===== config.mk =====
export PLATFORM = sky130hd
export DESIGN_NAME = serial_feature_frame_parser
export DESIGN_NICKNAME = d
export VERILOG_FILES = /design/src/hw/rtl/sffp_pkg.sv /design/src/hw/rtl/sffp_front.sv /design/src/hw/rtl/sffp_queue.sv /design/src/hw/rtl/sffp_back.sv /design/src/hw/rtl/serial_feature_frame_parser.sv
export SDC_FILE = /design/constraint.sdc
export NUM_CORES = 1
export LEC_CHECK = 0
export ABC_AREA = 1
export CORE_MARGIN = 4
export CORE_UTILIZATION = 49
export DETAILED_ROUTE_END_ITERATION = 8
export DONT_BUFFER_PORTS = 1
export SLEW_MARGIN = 20
export SYNTH_ARGS = -nofsm -noshare
export SYNTH_HDL_FRONTEND = slang
export SYNTH_HIERARCHICAL = 1
export SYNTH_SLANG_ARGS = --single-unit

===== constraint.sdc =====
create_clock -name clk -period 3.6 [get_ports clk]
set_input_delay 0.72 -clock clk [delete_from_list [all_inputs] [get_ports clk]]
set_output_delay 0.72 -clock clk [all_outputs]
set_load 0.05 [all_outputs]

===== src/hw/rtl/sffp_pkg.sv =====
`default_nettype none

package sffp_pkg;

  localparam int unsigned ByteW = 8;
  localparam int unsigned AddrW = 9;
  localparam int unsigned KindW = 3;
  localparam int unsigned CfgIdxW = 3;

  localparam int unsigned QDepth = 4;
  localparam int unsigned QPtrW = $clog2(QDepth);
  localparam int unsigned QCntW = $clog2(QDepth + 1);

  // register indexes on the config port
  localparam logic [CfgIdxW-1:0] CFG_FEATURE_WRITE = 3'd0;
  localparam logic [CfgIdxW-1:0] CFG_FEATURE_READ  = 3'd1;
  localparam logic [CfgIdxW-1:0] CFG_FRAME_DONE    = 3'd2;
  localparam logic [CfgIdxW-1:0] CFG_WRITE_CONFIG  = 3'd3;
  localparam logic [CfgIdxW-1:0] CFG_SET_LEDS      = 3'd4;

  // event kinds
  localparam logic [KindW-1:0] EV_NONE  = 3'd0;
  localparam logic [KindW-1:0] EV_STORE = 3'd1;
  localparam logic [KindW-1:0] EV_READ  = 3'd2;
  localparam logic [KindW-1:0] EV_CMD   = 3'd3;
  localparam logic [KindW-1:0] EV_DONE  = 3'd4;

  localparam logic TGT_CONFIG = 1'b0;
  localparam logic TGT_LEDS   = 1'b1;

  typedef enum logic [5:0] {
    ST_IDLE = 6'b000001,
    ST_LEN  = 6'b000010,
    ST_READ = 6'b000100,
    ST_CMD  = 6'b001000,
    ST_OFS  = 6'b010000,
    ST_PAY  = 6'b100000
  } state_t;

  // one received byte with its code matches
  typedef struct packed {
    logic [ByteW-1:0] data;
    logic             is_write;
    logic             is_read;
    logic             is_done;
    logic             is_wcfg;
    logic             is_leds;
  } item_t;

endpackage

`default_nettype wire


===== src/hw/rtl/sffp_front.sv =====
`default_nettype none

module sffp_front
  import sffp_pkg::*;
(
  input  wire logic               clk,
  input  wire logic               rst,
  input  wire logic               cfg_valid,
  input  wire logic [CfgIdxW-1:0] cfg_index,
  input  wire logic [ByteW-1:0]   cfg_data,
  input  wire logic [ByteW-1:0]   rx_byte,
  output item_t                   item
);

  logic [ByteW-1:0] code_feature_write;
  logic [ByteW-1:0] code_feature_read;
  logic [ByteW-1:0] code_frame_done;
  logic [ByteW-1:0] code_write_config;
  logic [ByteW-1:0] code_set_leds;

  always_ff @(posedge clk) begin
    if (rst) begin
      code_feature_write <= 8'd1;
      code_feature_read  <= 8'd2;
      code_frame_done    <= 8'd3;
      code_write_config  <= 8'd4;
      code_set_leds      <= 8'd5;
    end else if (cfg_valid) begin
      case (cfg_index)
        CFG_FEATURE_WRITE: code_feature_write <= cfg_data;
        CFG_FEATURE_READ:  code_feature_read  <= cfg_data;
        CFG_FRAME_DONE:    code_frame_done    <= cfg_data;
        CFG_WRITE_CONFIG:  code_write_config  <= cfg_data;
        CFG_SET_LEDS:      code_set_leds      <= cfg_data;
        default: ;
      endcase
    end
  end

  // codes may overlap, the parser applies the priority
  always_comb begin
    item.data     = rx_byte;
    item.is_write = (rx_byte == code_feature_write);
    item.is_read  = (rx_byte == code_feature_read);
    item.is_done  = (rx_byte == code_frame_done);
    item.is_wcfg  = (rx_byte == code_write_config);
    item.is_leds  = (rx_byte == code_set_leds);
  end

endmodule

`default_nettype wire


===== src/hw/rtl/sffp_queue.sv =====
`default_nettype none

module sffp_queue
  import sffp_pkg::*;
(
  input  wire logic clk,
  input  wire logic rst,
  input  wire logic wr_en,
  input  item_t     wr_item,
  output logic      full,
  output logic      rd_valid,
  input  wire logic rd_en,
  output item_t     rd_item
);

  item_t            mem [QDepth];
  logic [QPtrW-1:0] wr_ptr;
  logic [QPtrW-1:0] rd_ptr;
  logic [QCntW-1:0] count;

  logic do_wr;
  logic do_rd;

  assign full     = (count == QCntW'(QDepth));
  assign rd_valid = (count != '0);
  assign do_wr    = wr_en && !full;
  assign do_rd    = rd_en && rd_valid;
  assign rd_item  = mem[rd_ptr];

  always_ff @(posedge clk) begin
    if (do_wr) begin
      mem[wr_ptr] <= wr_item;
    end
  end

  always_ff @(posedge clk) begin
    if (rst) begin
      wr_ptr <= '0;
      rd_ptr <= '0;
      count  <= '0;
    end else begin
      if (do_wr) wr_ptr <= wr_ptr + 1'b1;
      if (do_rd) rd_ptr <= rd_ptr + 1'b1;
      case ({do_wr, do_rd})
        2'b10:   count <= count + 1'b1;
        2'b01:   count <= count - 1'b1;
        default: count <= count;
      endcase
    end
  end

endmodule

`default_nettype wire


===== src/hw/rtl/sffp_back.sv =====
`default_nettype none

module sffp_back
  import sffp_pkg::*;
(
  input  wire logic             clk,
  input  wire logic             rst,
  input  wire logic             in_valid,
  input  item_t                 in_item,
  output logic                  in_take,
  output logic                  empty,
  input  wire logic             pop,
  output logic [KindW-1:0]      event_kind,
  output logic                  store_target,
  output logic [AddrW-1:0]      store_address,
  output logic [ByteW-1:0]      event_data
);

  state_t           state;
  state_t           state_next;
  logic [ByteW-1:0] remaining_count;
  logic [ByteW-1:0] remaining_count_next;
  logic [AddrW-1:0] write_offset;
  logic [AddrW-1:0] write_offset_next;
  logic             write_target;
  logic             write_target_next;

  logic             out_valid;
  logic [KindW-1:0] kind_next;
  logic             tgt_next;
  logic [AddrW-1:0] addr_next;
  logic [ByteW-1:0] data_next;
  logic [ByteW-1:0] cnt_dec;

  // result register frees up in the same cycle it is popped
  assign in_take = in_valid && (!out_valid || pop);
  assign empty   = !out_valid;
  assign cnt_dec = remaining_count - 1'b1;

  always_comb begin
    state_next           = state;
    remaining_count_next = remaining_count;
    write_offset_next    = write_offset;
    write_target_next    = write_target;
    kind_next            = EV_NONE;
    tgt_next             = TGT_CONFIG;
    addr_next            = '0;
    data_next            = '0;
    case (state)
      ST_IDLE: begin
        if (in_item.is_write) begin
          state_next = ST_LEN;
        end else if (in_item.is_read) begin
          state_next = ST_READ;
        end else if (in_item.is_done) begin
          kind_next = EV_DONE;
        end
      end
      ST_LEN: begin
        remaining_count_next = in_item.data;
        state_next           = ST_CMD;
      end
      ST_READ: begin
        kind_next  = EV_READ;
        data_next  = in_item.data;
        state_next = ST_IDLE;
      end
      ST_CMD: begin
        if (in_item.is_wcfg) begin
          write_target_next    = TGT_CONFIG;
          write_offset_next    = '0;
          remaining_count_next = cnt_dec;
          state_next           = ST_OFS;
        end else if (in_item.is_leds) begin
          write_target_next    = TGT_LEDS;
          write_offset_next    = '0;
          remaining_count_next = cnt_dec;
          state_next           = ST_PAY;
        end else begin
          kind_next  = EV_CMD;
          data_next  = in_item.data;
          state_next = ST_IDLE;
        end
      end
      ST_OFS: begin
        write_offset_next = write_offset + AddrW'(in_item.data);
        state_next        = ST_PAY;
      end
      ST_PAY: begin
        remaining_count_next = cnt_dec;
        kind_next            = EV_STORE;
        tgt_next             = write_target;
        addr_next            = write_offset;
        data_next            = in_item.data;
        write_offset_next    = write_offset + 1'b1;
        if (cnt_dec == '0) state_next = ST_IDLE;
      end
      default: begin
        state_next = ST_IDLE;
      end
    endcase
  end

  always_ff @(posedge clk) begin
    if (rst) begin
      state           <= ST_IDLE;
      remaining_count <= '0;
      write_offset    <= '0;
      write_target    <= TGT_CONFIG;
      out_valid       <= 1'b0;
    end else begin
      if (in_take) begin
        state           <= state_next;
        remaining_count <= remaining_count_next;
        write_offset    <= write_offset_next;
        write_target    <= write_target_next;
        out_valid       <= 1'b1;
      end else if (pop) begin
        out_valid <= 1'b0;
      end
    end
  end

  always_ff @(posedge clk) begin
    if (in_take) begin
      event_kind    <= kind_next;
      store_target  <= tgt_next;
      store_address <= addr_next;
      event_data    <= data_next;
    end
  end

endmodule

`default_nettype wire


===== src/hw/rtl/serial_feature_frame_parser.sv =====
`default_nettype none

// channel   handshake               payload
// input     push / full             rx_byte
// result    empty / pop             event_kind, store_target, store_address, event_data
// config    cfg_valid / cfg_ready   cfg_index, cfg_data
//
// one byte per cycle sustained while the result side keeps popping, one result
// per byte; each byte is registered in the queue and then in the result register.
// the byte is classified on entry, parked in a four-entry queue, and the
// parser takes it once the single result register is free or being popped.
// reset puts the parser in idle and the codes at their defaults; cfg_ready
// is always high.

module serial_feature_frame_parser
  import sffp_pkg::*;
(
  input  wire logic               clk,
  input  wire logic               rst,
  input  wire logic               push,
  output logic                    full,
  input  wire logic [ByteW-1:0]   rx_byte,
  output logic                    empty,
  input  wire logic               pop,
  output logic [KindW-1:0]        event_kind,
  output logic                    store_target,
  output logic [AddrW-1:0]        store_address,
  output logic [ByteW-1:0]        event_data,
  input  wire logic               cfg_valid,
  output logic                    cfg_ready,
  input  wire logic [CfgIdxW-1:0] cfg_index,
  input  wire logic [ByteW-1:0]   cfg_data
);

  item_t front_item;
  item_t queue_item;
  logic  queue_valid;
  logic  queue_take;

  assign cfg_ready = 1'b1;

  sffp_front u_front (
    .clk       (clk),
    .rst       (rst),
    .cfg_valid (cfg_valid),
    .cfg_index (cfg_index),
    .cfg_data  (cfg_data),
    .rx_byte   (rx_byte),
    .item      (front_item)
  );

  sffp_queue u_queue (
    .clk      (clk),
    .rst      (rst),
    .wr_en    (push),
    .wr_item  (front_item),
    .full     (full),
    .rd_valid (queue_valid),
    .rd_en    (queue_take),
    .rd_item  (queue_item)
  );

  sffp_back u_back (
    .clk           (clk),
    .rst           (rst),
    .in_valid      (queue_valid),
    .in_item       (queue_item),
    .in_take       (queue_take),
    .empty         (empty),
    .pop           (pop),
    .event_kind    (event_kind),
    .store_target  (store_target),
    .store_address (store_address),
    .event_data    (event_data)
  );

endmodule

`default_nettype wire

Yosys cells after proc, flatten, opt, wreduce, memory -nomap -nowiden
Memory sizes are Yosys's and may differ from the RTL's. A register that Yosys moved wholly into a read port is not among the register bits.
Index checks and enable logic that the tools add are counted.
- equal/unequal tests: 21
- add/sub/neg operators: 7
- muxes and demuxes: 30
- reductions and logical operators: 24
- operators with widths (operator ; number):
    $eq A8 B8 Y1 ; 5
    $mux W8 ; 4
    $mux W6 ; 5
    $pmux W6 S5 ; 1
    $pmux W9 S3 ; 1
    $pmux W8 S3 ; 1
    $mux W9 ; 2
    $pmux W8 S2 ; 1
    $mux W3 ; 4
    $pmux W3 S4 ; 1
    $reduce_and A3 Y1 ; 4
    $reduce_and A2 Y1 ; 5
    $add A9 B1 Y9 const B ; 1
    $add A9 B8 Y9 ; 1
    $reduce_bool A3 Y1 ; 3
    $logic_not A8 Y1 ; 1
    $sub A8 B1 Y8 const B ; 1
    $eq A3 B2 Y1 const B ; 2
    $eq A3 B3 Y1 const B ; 2
    $eq A6 B1 Y1 const B ; 1
    $eq A6 B2 Y1 const B ; 1
    $eq A6 B3 Y1 const B ; 1
    $eq A6 B4 Y1 const B ; 1
    $eq A6 B5 Y1 const B ; 1
    other kinds (18) ; 32
- logic and storage cells: 100
- output and inout bits: 24
- memories: 1
- bits in registers: 93
- memory bits (writable): 52
- memories (name ; words ; bits a word ; read ports ; clocked after Yosys merged registers in ; wr ports ; RTL line ; source):
    u_queue.mem ; 4 ; 13 ; 1 ; 1 ; 1 ; sffp_queue.sv:16 ; item_t mem [QDepth];

Longest topological paths before layout
- depth in word-level cells: 6
- depth in mapped cells: 17
- gate-level depth less buffers: 15

Modules after synthesis
The synthesis kept the hierarchy.
- modules (own cells, without submodules) (module ; sequential area each (um^2) ; cells an instance ; times used ; area an instance (um^2)):
    sffp_back ; 1131.1 ; 341 ; 1 ; 2605.0
    sffp_queue ; 1741.7 ; 195 ; 1 ; 2456.1
    sffp_front ; 800.8 ; 397 ; 1 ; 2253.4
    serial_feature_frame_parser ; 0.0 ; 2 ; 1 ; 11.3

Least setup slack after synthesis
Ideal clock, no wire load.
- kind: input -> register
- start: input port pop
- end: register u_queue.count[2]
- required time: 3.487 ns
- buffers on the path: 0
- stages: 14
- arrival time: 2.590 ns
- path slack: 0.897 ns
- cell sequence: or2_2 -> nand2_1 -> inv_1 -> nand2_2 -> inv_2 -> ha_1 -> inv_1 -> fa_1 -> inv_1 -> nand2_1 -> nand3_1 -> nand2_1 -> nand2_1 -> nor2_1
- word-level cells in the longest chain between the ends: 5
- elaborated cells between the ends (all ways): 7
- RTL lines (item ; RTL line ; source):
    start, declared ; serial_feature_frame_parser.sv:24 ; input wire logic pop,
    $logic_or A1 B1 Y1 (*) ; sffp_back.sv:36 ; assign in_take = in_valid && (!out_valid || pop);
    $logic_and A1 B1 Y1 (*) ; sffp_back.sv:36 ;
    named net queue_take ; serial_feature_frame_parser.sv:38 ; logic queue_take;
    $logic_and A1 B1 Y1 (*) ; sffp_queue.sv:27 ; assign do_rd = rd_en && rd_valid;
    named net u_queue.do_rd ; sffp_queue.sv:22 ; logic do_rd;
    $eq A2 B1 Y1 / $eq A2 B2 Y1 (equally long branches) ; sffp_queue.sv:44 ; case ({do_wr, do_rd})
    $pmux W3 S2 / $reduce_bool A2 Y1 (equally long branches) ; n/a ;
    end signal, assigned ; sffp_queue.sv:45 ; 2'b10: count <= count + 1'b1;
    end signal, assigned ; sffp_queue.sv:46 ; 2'b01: count <= count - 1'b1;
    end signal, assigned ; sffp_queue.sv:47 ; default: count <= count;
    end, declared ; sffp_queue.sv:19 ; logic [QCntW-1:0] count;
The timed path passes the listed nets; every way through them passes the cells marked *.
A chain may end at the register's enable or synchronous reset.

==> impl_metrics.tcl <==
set metrics [dict create \
    via_per_inst 5.11 \
    max_cap_violations 0 \
    hpwl_um 11600 \
    initial_core_util_pct 50.2 \
    htree_levels 4 \
    hold_violations 0 \
    vias 5772 \
    grt_overflow 0 \
    clkPwrFrac_pct 31.0 \
    ys_types 38 \
    synth_area_leader_cell "edfxtp_1" \
    worst_pin_slew_ns 1.00 \
    setup_viol 0 \
    n_fill_cell 1303 \
    grt_first_pass_wirelength_um 25800 \
    netlist_area_um2 7330 \
    p_switching_mw 2.28 \
    synth_area_leaders "edfxtp_1 30%, dfxtp_1 20%, nand2_1 11%" \
    rsz0062_at_grt "no" \
    io_pins 48 \
    fin_skew_ns 0.00774 \
    fin_crit_sh_pct 73.6 \
    synth-seq-area-share_pct 50.1 \
    core_um2 14600 \
    hp-class "input port to flop" \
    cp.arrival_ns 3.00 \
    finalWorstPathRequiredPeriod_ns 2.65 \
    cp_data_required_time_ns 3.95 \
    power_frac_comb_pct 25.2 \
    status "finished, final reports clean" \
    gp_congestion 0.898 \
    die_h_um 130 \
    synth_edf_count 73 \
    peakVddDrop_mv 0.317 \
    cts_tree "done" \
    drt-initial-drc-count 415 \
    drt-pass1-iter-count 5 \
    yosys_warnings 6 \
    p_leak_nw 3.43 \
    synthFlopType "dfxtp_1" \
    n_antenna_cell 0 \
    postSynthCellCount 935 \
    drc 0 \
    cts_made_buffers 17 \
    antenna_found_initial 0 \
    cts_setup_buffers 0 \
    async_flop_share_pct 0 \
    slew_violations 0 \
    hold_buffers 0 \
    synth_seq_cells 147 \
    start_kind "flop" \
    die_area_um2 17000 \
    crit_type "flop to flop" \
    worstSetupEndpointType "flop" \
    grt_max_degree 41 \
    cts_resized 0 \
    syn-num-nets 976 \
    wl_um 15600 \
    syn_to_final_growth_pct 9.80 \
    clock_sinks 147 \
    drive_gt1_share_pct 8.77 \
    final_core_util_pct 55.1 \
    final_nets 974 \
    wire_per_inst_um 13.8 \
    yosys.area.top_type_share_pct 29.9 \
    cts.clk_slew.worst_paths_ns 0.06 \
    crit_path_max_fanout 16 \
    cts_root_buf "clkbuf_16" \
    regArea_um2 3670 \
    grt_usage_pct 19.4 \
    fp.dieW_um 130 \
    slew-limit-headroom_pct 33.1 \
    fmax_mhz 377 \
    synth_common_cells "224 x nand2_1, 181 x nor2_1, 111 x inv_1, 74 x dfxtp_1, 73 x edfxtp_1" \
    p_seq_share_pct 43.8 \
    yosys.cell_count.top_type "nand2_1" \
    fp-row-count 44 \
    grt_pass1_vias 5507 \
    p_int_mw 3.80 \
    postSynthAreaPerCell_um2 7.84 \
    clkLatencyLatePin_ns 0.42 \
    ctsLongestPathBuffers 2 \
    power_switching_share_pct 37.5 \
    setup-tns-final_ns 0 \
    postRouteAntennaNets 0 \
    multi_input_area_um2 2970 \
    port_buffers 0 \
    power_density_nw_per_um2 756 \
]
==> power by group through the flow <==
stage | logic (mW) | registers (mW) | clock network [mW]
after global placement | 1.49 | 2.69 | 0
after floorplan | 1.27 | 2.63 | 0
final | 1.53 | 2.66 | 1.88
after detailed placement | 1.52 | 2.70 | 0
after CTS | 1.53 | 2.67 | 1.92
after global routing | 1.75 | 2.70 | 2.00
==> flip-flops by register name, summed over array words and instances (netlist names), named ones only <==
register                    flops
u_front/code_feature_read       8
u_back/remaining_count          8
u_back/write_offset             9
u_back/event_data               8
u_back/state                    6
u_back/store_address            9
u_queue/mem                    52
u_queue/rd_ptr                  2
u_back/write_target             1
u_front/code_feature_write      8
u_back/out_valid                1
u_front/code_frame_done         8
u_front/code_set_leds           8
u_front/code_write_config       8
u_queue/count                   3
u_back/store_target             1
u_queue/wr_ptr                  2
u_back/event_kind               3
==> final timing paths <==
check / start / endpoint / slack (ns) / depth (start not counted)
min: rst / u_queue/wr_ptr[0]$_SDFFE_PP0P_ / 0.37 / 1
max reg2reg: flop / u_back/write_offset[7]$_SDFFE_PP0P_ / 0.95 / 15
min reg2reg: u_back/remaining_count[7]$_SDFFE_PP0P_ / u_back/remaining_count[7]$_SDFFE_PP0P_ / 0.48 / 2
max: flop / u_back/write_offset[7]$_SDFFE_PP0P_ / 0.95 / 15
==> cell families (layout without fill, tap and decap cells) <==
family                   Yosys count  after routing  synth area share, %
AO/OA/AOI/OAI                    125            125                 8.97
XOR/XNOR                           2              2                0.239
adder cells (fa/ha/maj)           17             17                 3.11
buffers and inverters            155            166                 9.34
flip-flops                       147            147                 50.1
other                              1              1               0.0512
AND/OR/NAND/NOR                  488            488                 28.1
==> layout by cell type, fill, tap and decap left out, types with 6 or more instances in the layout <==
| master | count |
|---|---|
| inv_1 | 111 |
| clkinv_2 | 6 |
| nand4_1 | 9 |
| dfxtp_1 | 74 |
| nor2_2 | 6 |
| buf_4 | 6 |
| nand3_1 | 37 |
| o22ai_1 | 13 |
| o21ai_1 | 14 |
| nor2_4 | 7 |
| clkbuf_16 | 17 |
| inv_2 | 11 |
| nor2_1 | 181 |
| nand2_1 | 224 |
| o21ai_0 | 66 |
| edfxtp_1 | 73 |
| ha_1 | 15 |
| nand2_2 | 10 |
| a21oi_1 | 27 |
==> critical path: stages (launching register included) <==
cell and delay [ns]:
dfxtp_1 0.59, buf_4 0.27, o21ai_0 0.12, o22ai_1 0.22, inv_1 0.14, nor2_1 0.20, ha_1 0.30, nand2_1 0.09
inv_1 0.05, nand2_1 0.05, o21ai_0 0.06, nor2_1 0.15, nand2_1 0.09, nand2_1 0.06, nand3_1 0.06, a21oi_1 0.12
==> metrics by stage <==
| step | cells | cell area (µm²) | worst slack, ns | hold slack [ns] | power, mW |
|---|---|---|---|---|---|
| floorplan | 935 | 7330 | 0.897 | 0.444 | 3.91 |
| global placement | 1098 | 7410 | 1.14 | 0.472 | 4.18 |
| detailed placement | 1098 | 7410 | 1.03 | 0.471 | 4.22 |
| CTS | 1130 | 8040 | 0.978 | 0.347 | 6.12 |
| global route | 1130 | 8040 | 0.678 | 0.348 | 6.44 |
| finish | 1130 | 8040 | 0.949 | 0.367 | 6.08 |
==> cell type report <==
class	count	share of cell area (%)
clock buffer	21	5.60
clock inverter	11	2.29
inverter	128	6.13
multi-input combinational	633	36.9
sequential	147	45.7
tap	184	2.86
timing repair buffer	6	0.560
==> routing by layer <==
layer | GRT usage, % | up-vias | share of wire, %
li1 | - | 2972 | -
met1 | 21.9 | 2610 | 42
met3 | 4.01 | 41 | 4.2
met2 | 34.1 | 149 | 50
met5 | 0 | - | 0
met4 | 10.5 | 0 | 3.6
No activity file was read; power rests on OpenSTA's default activity.
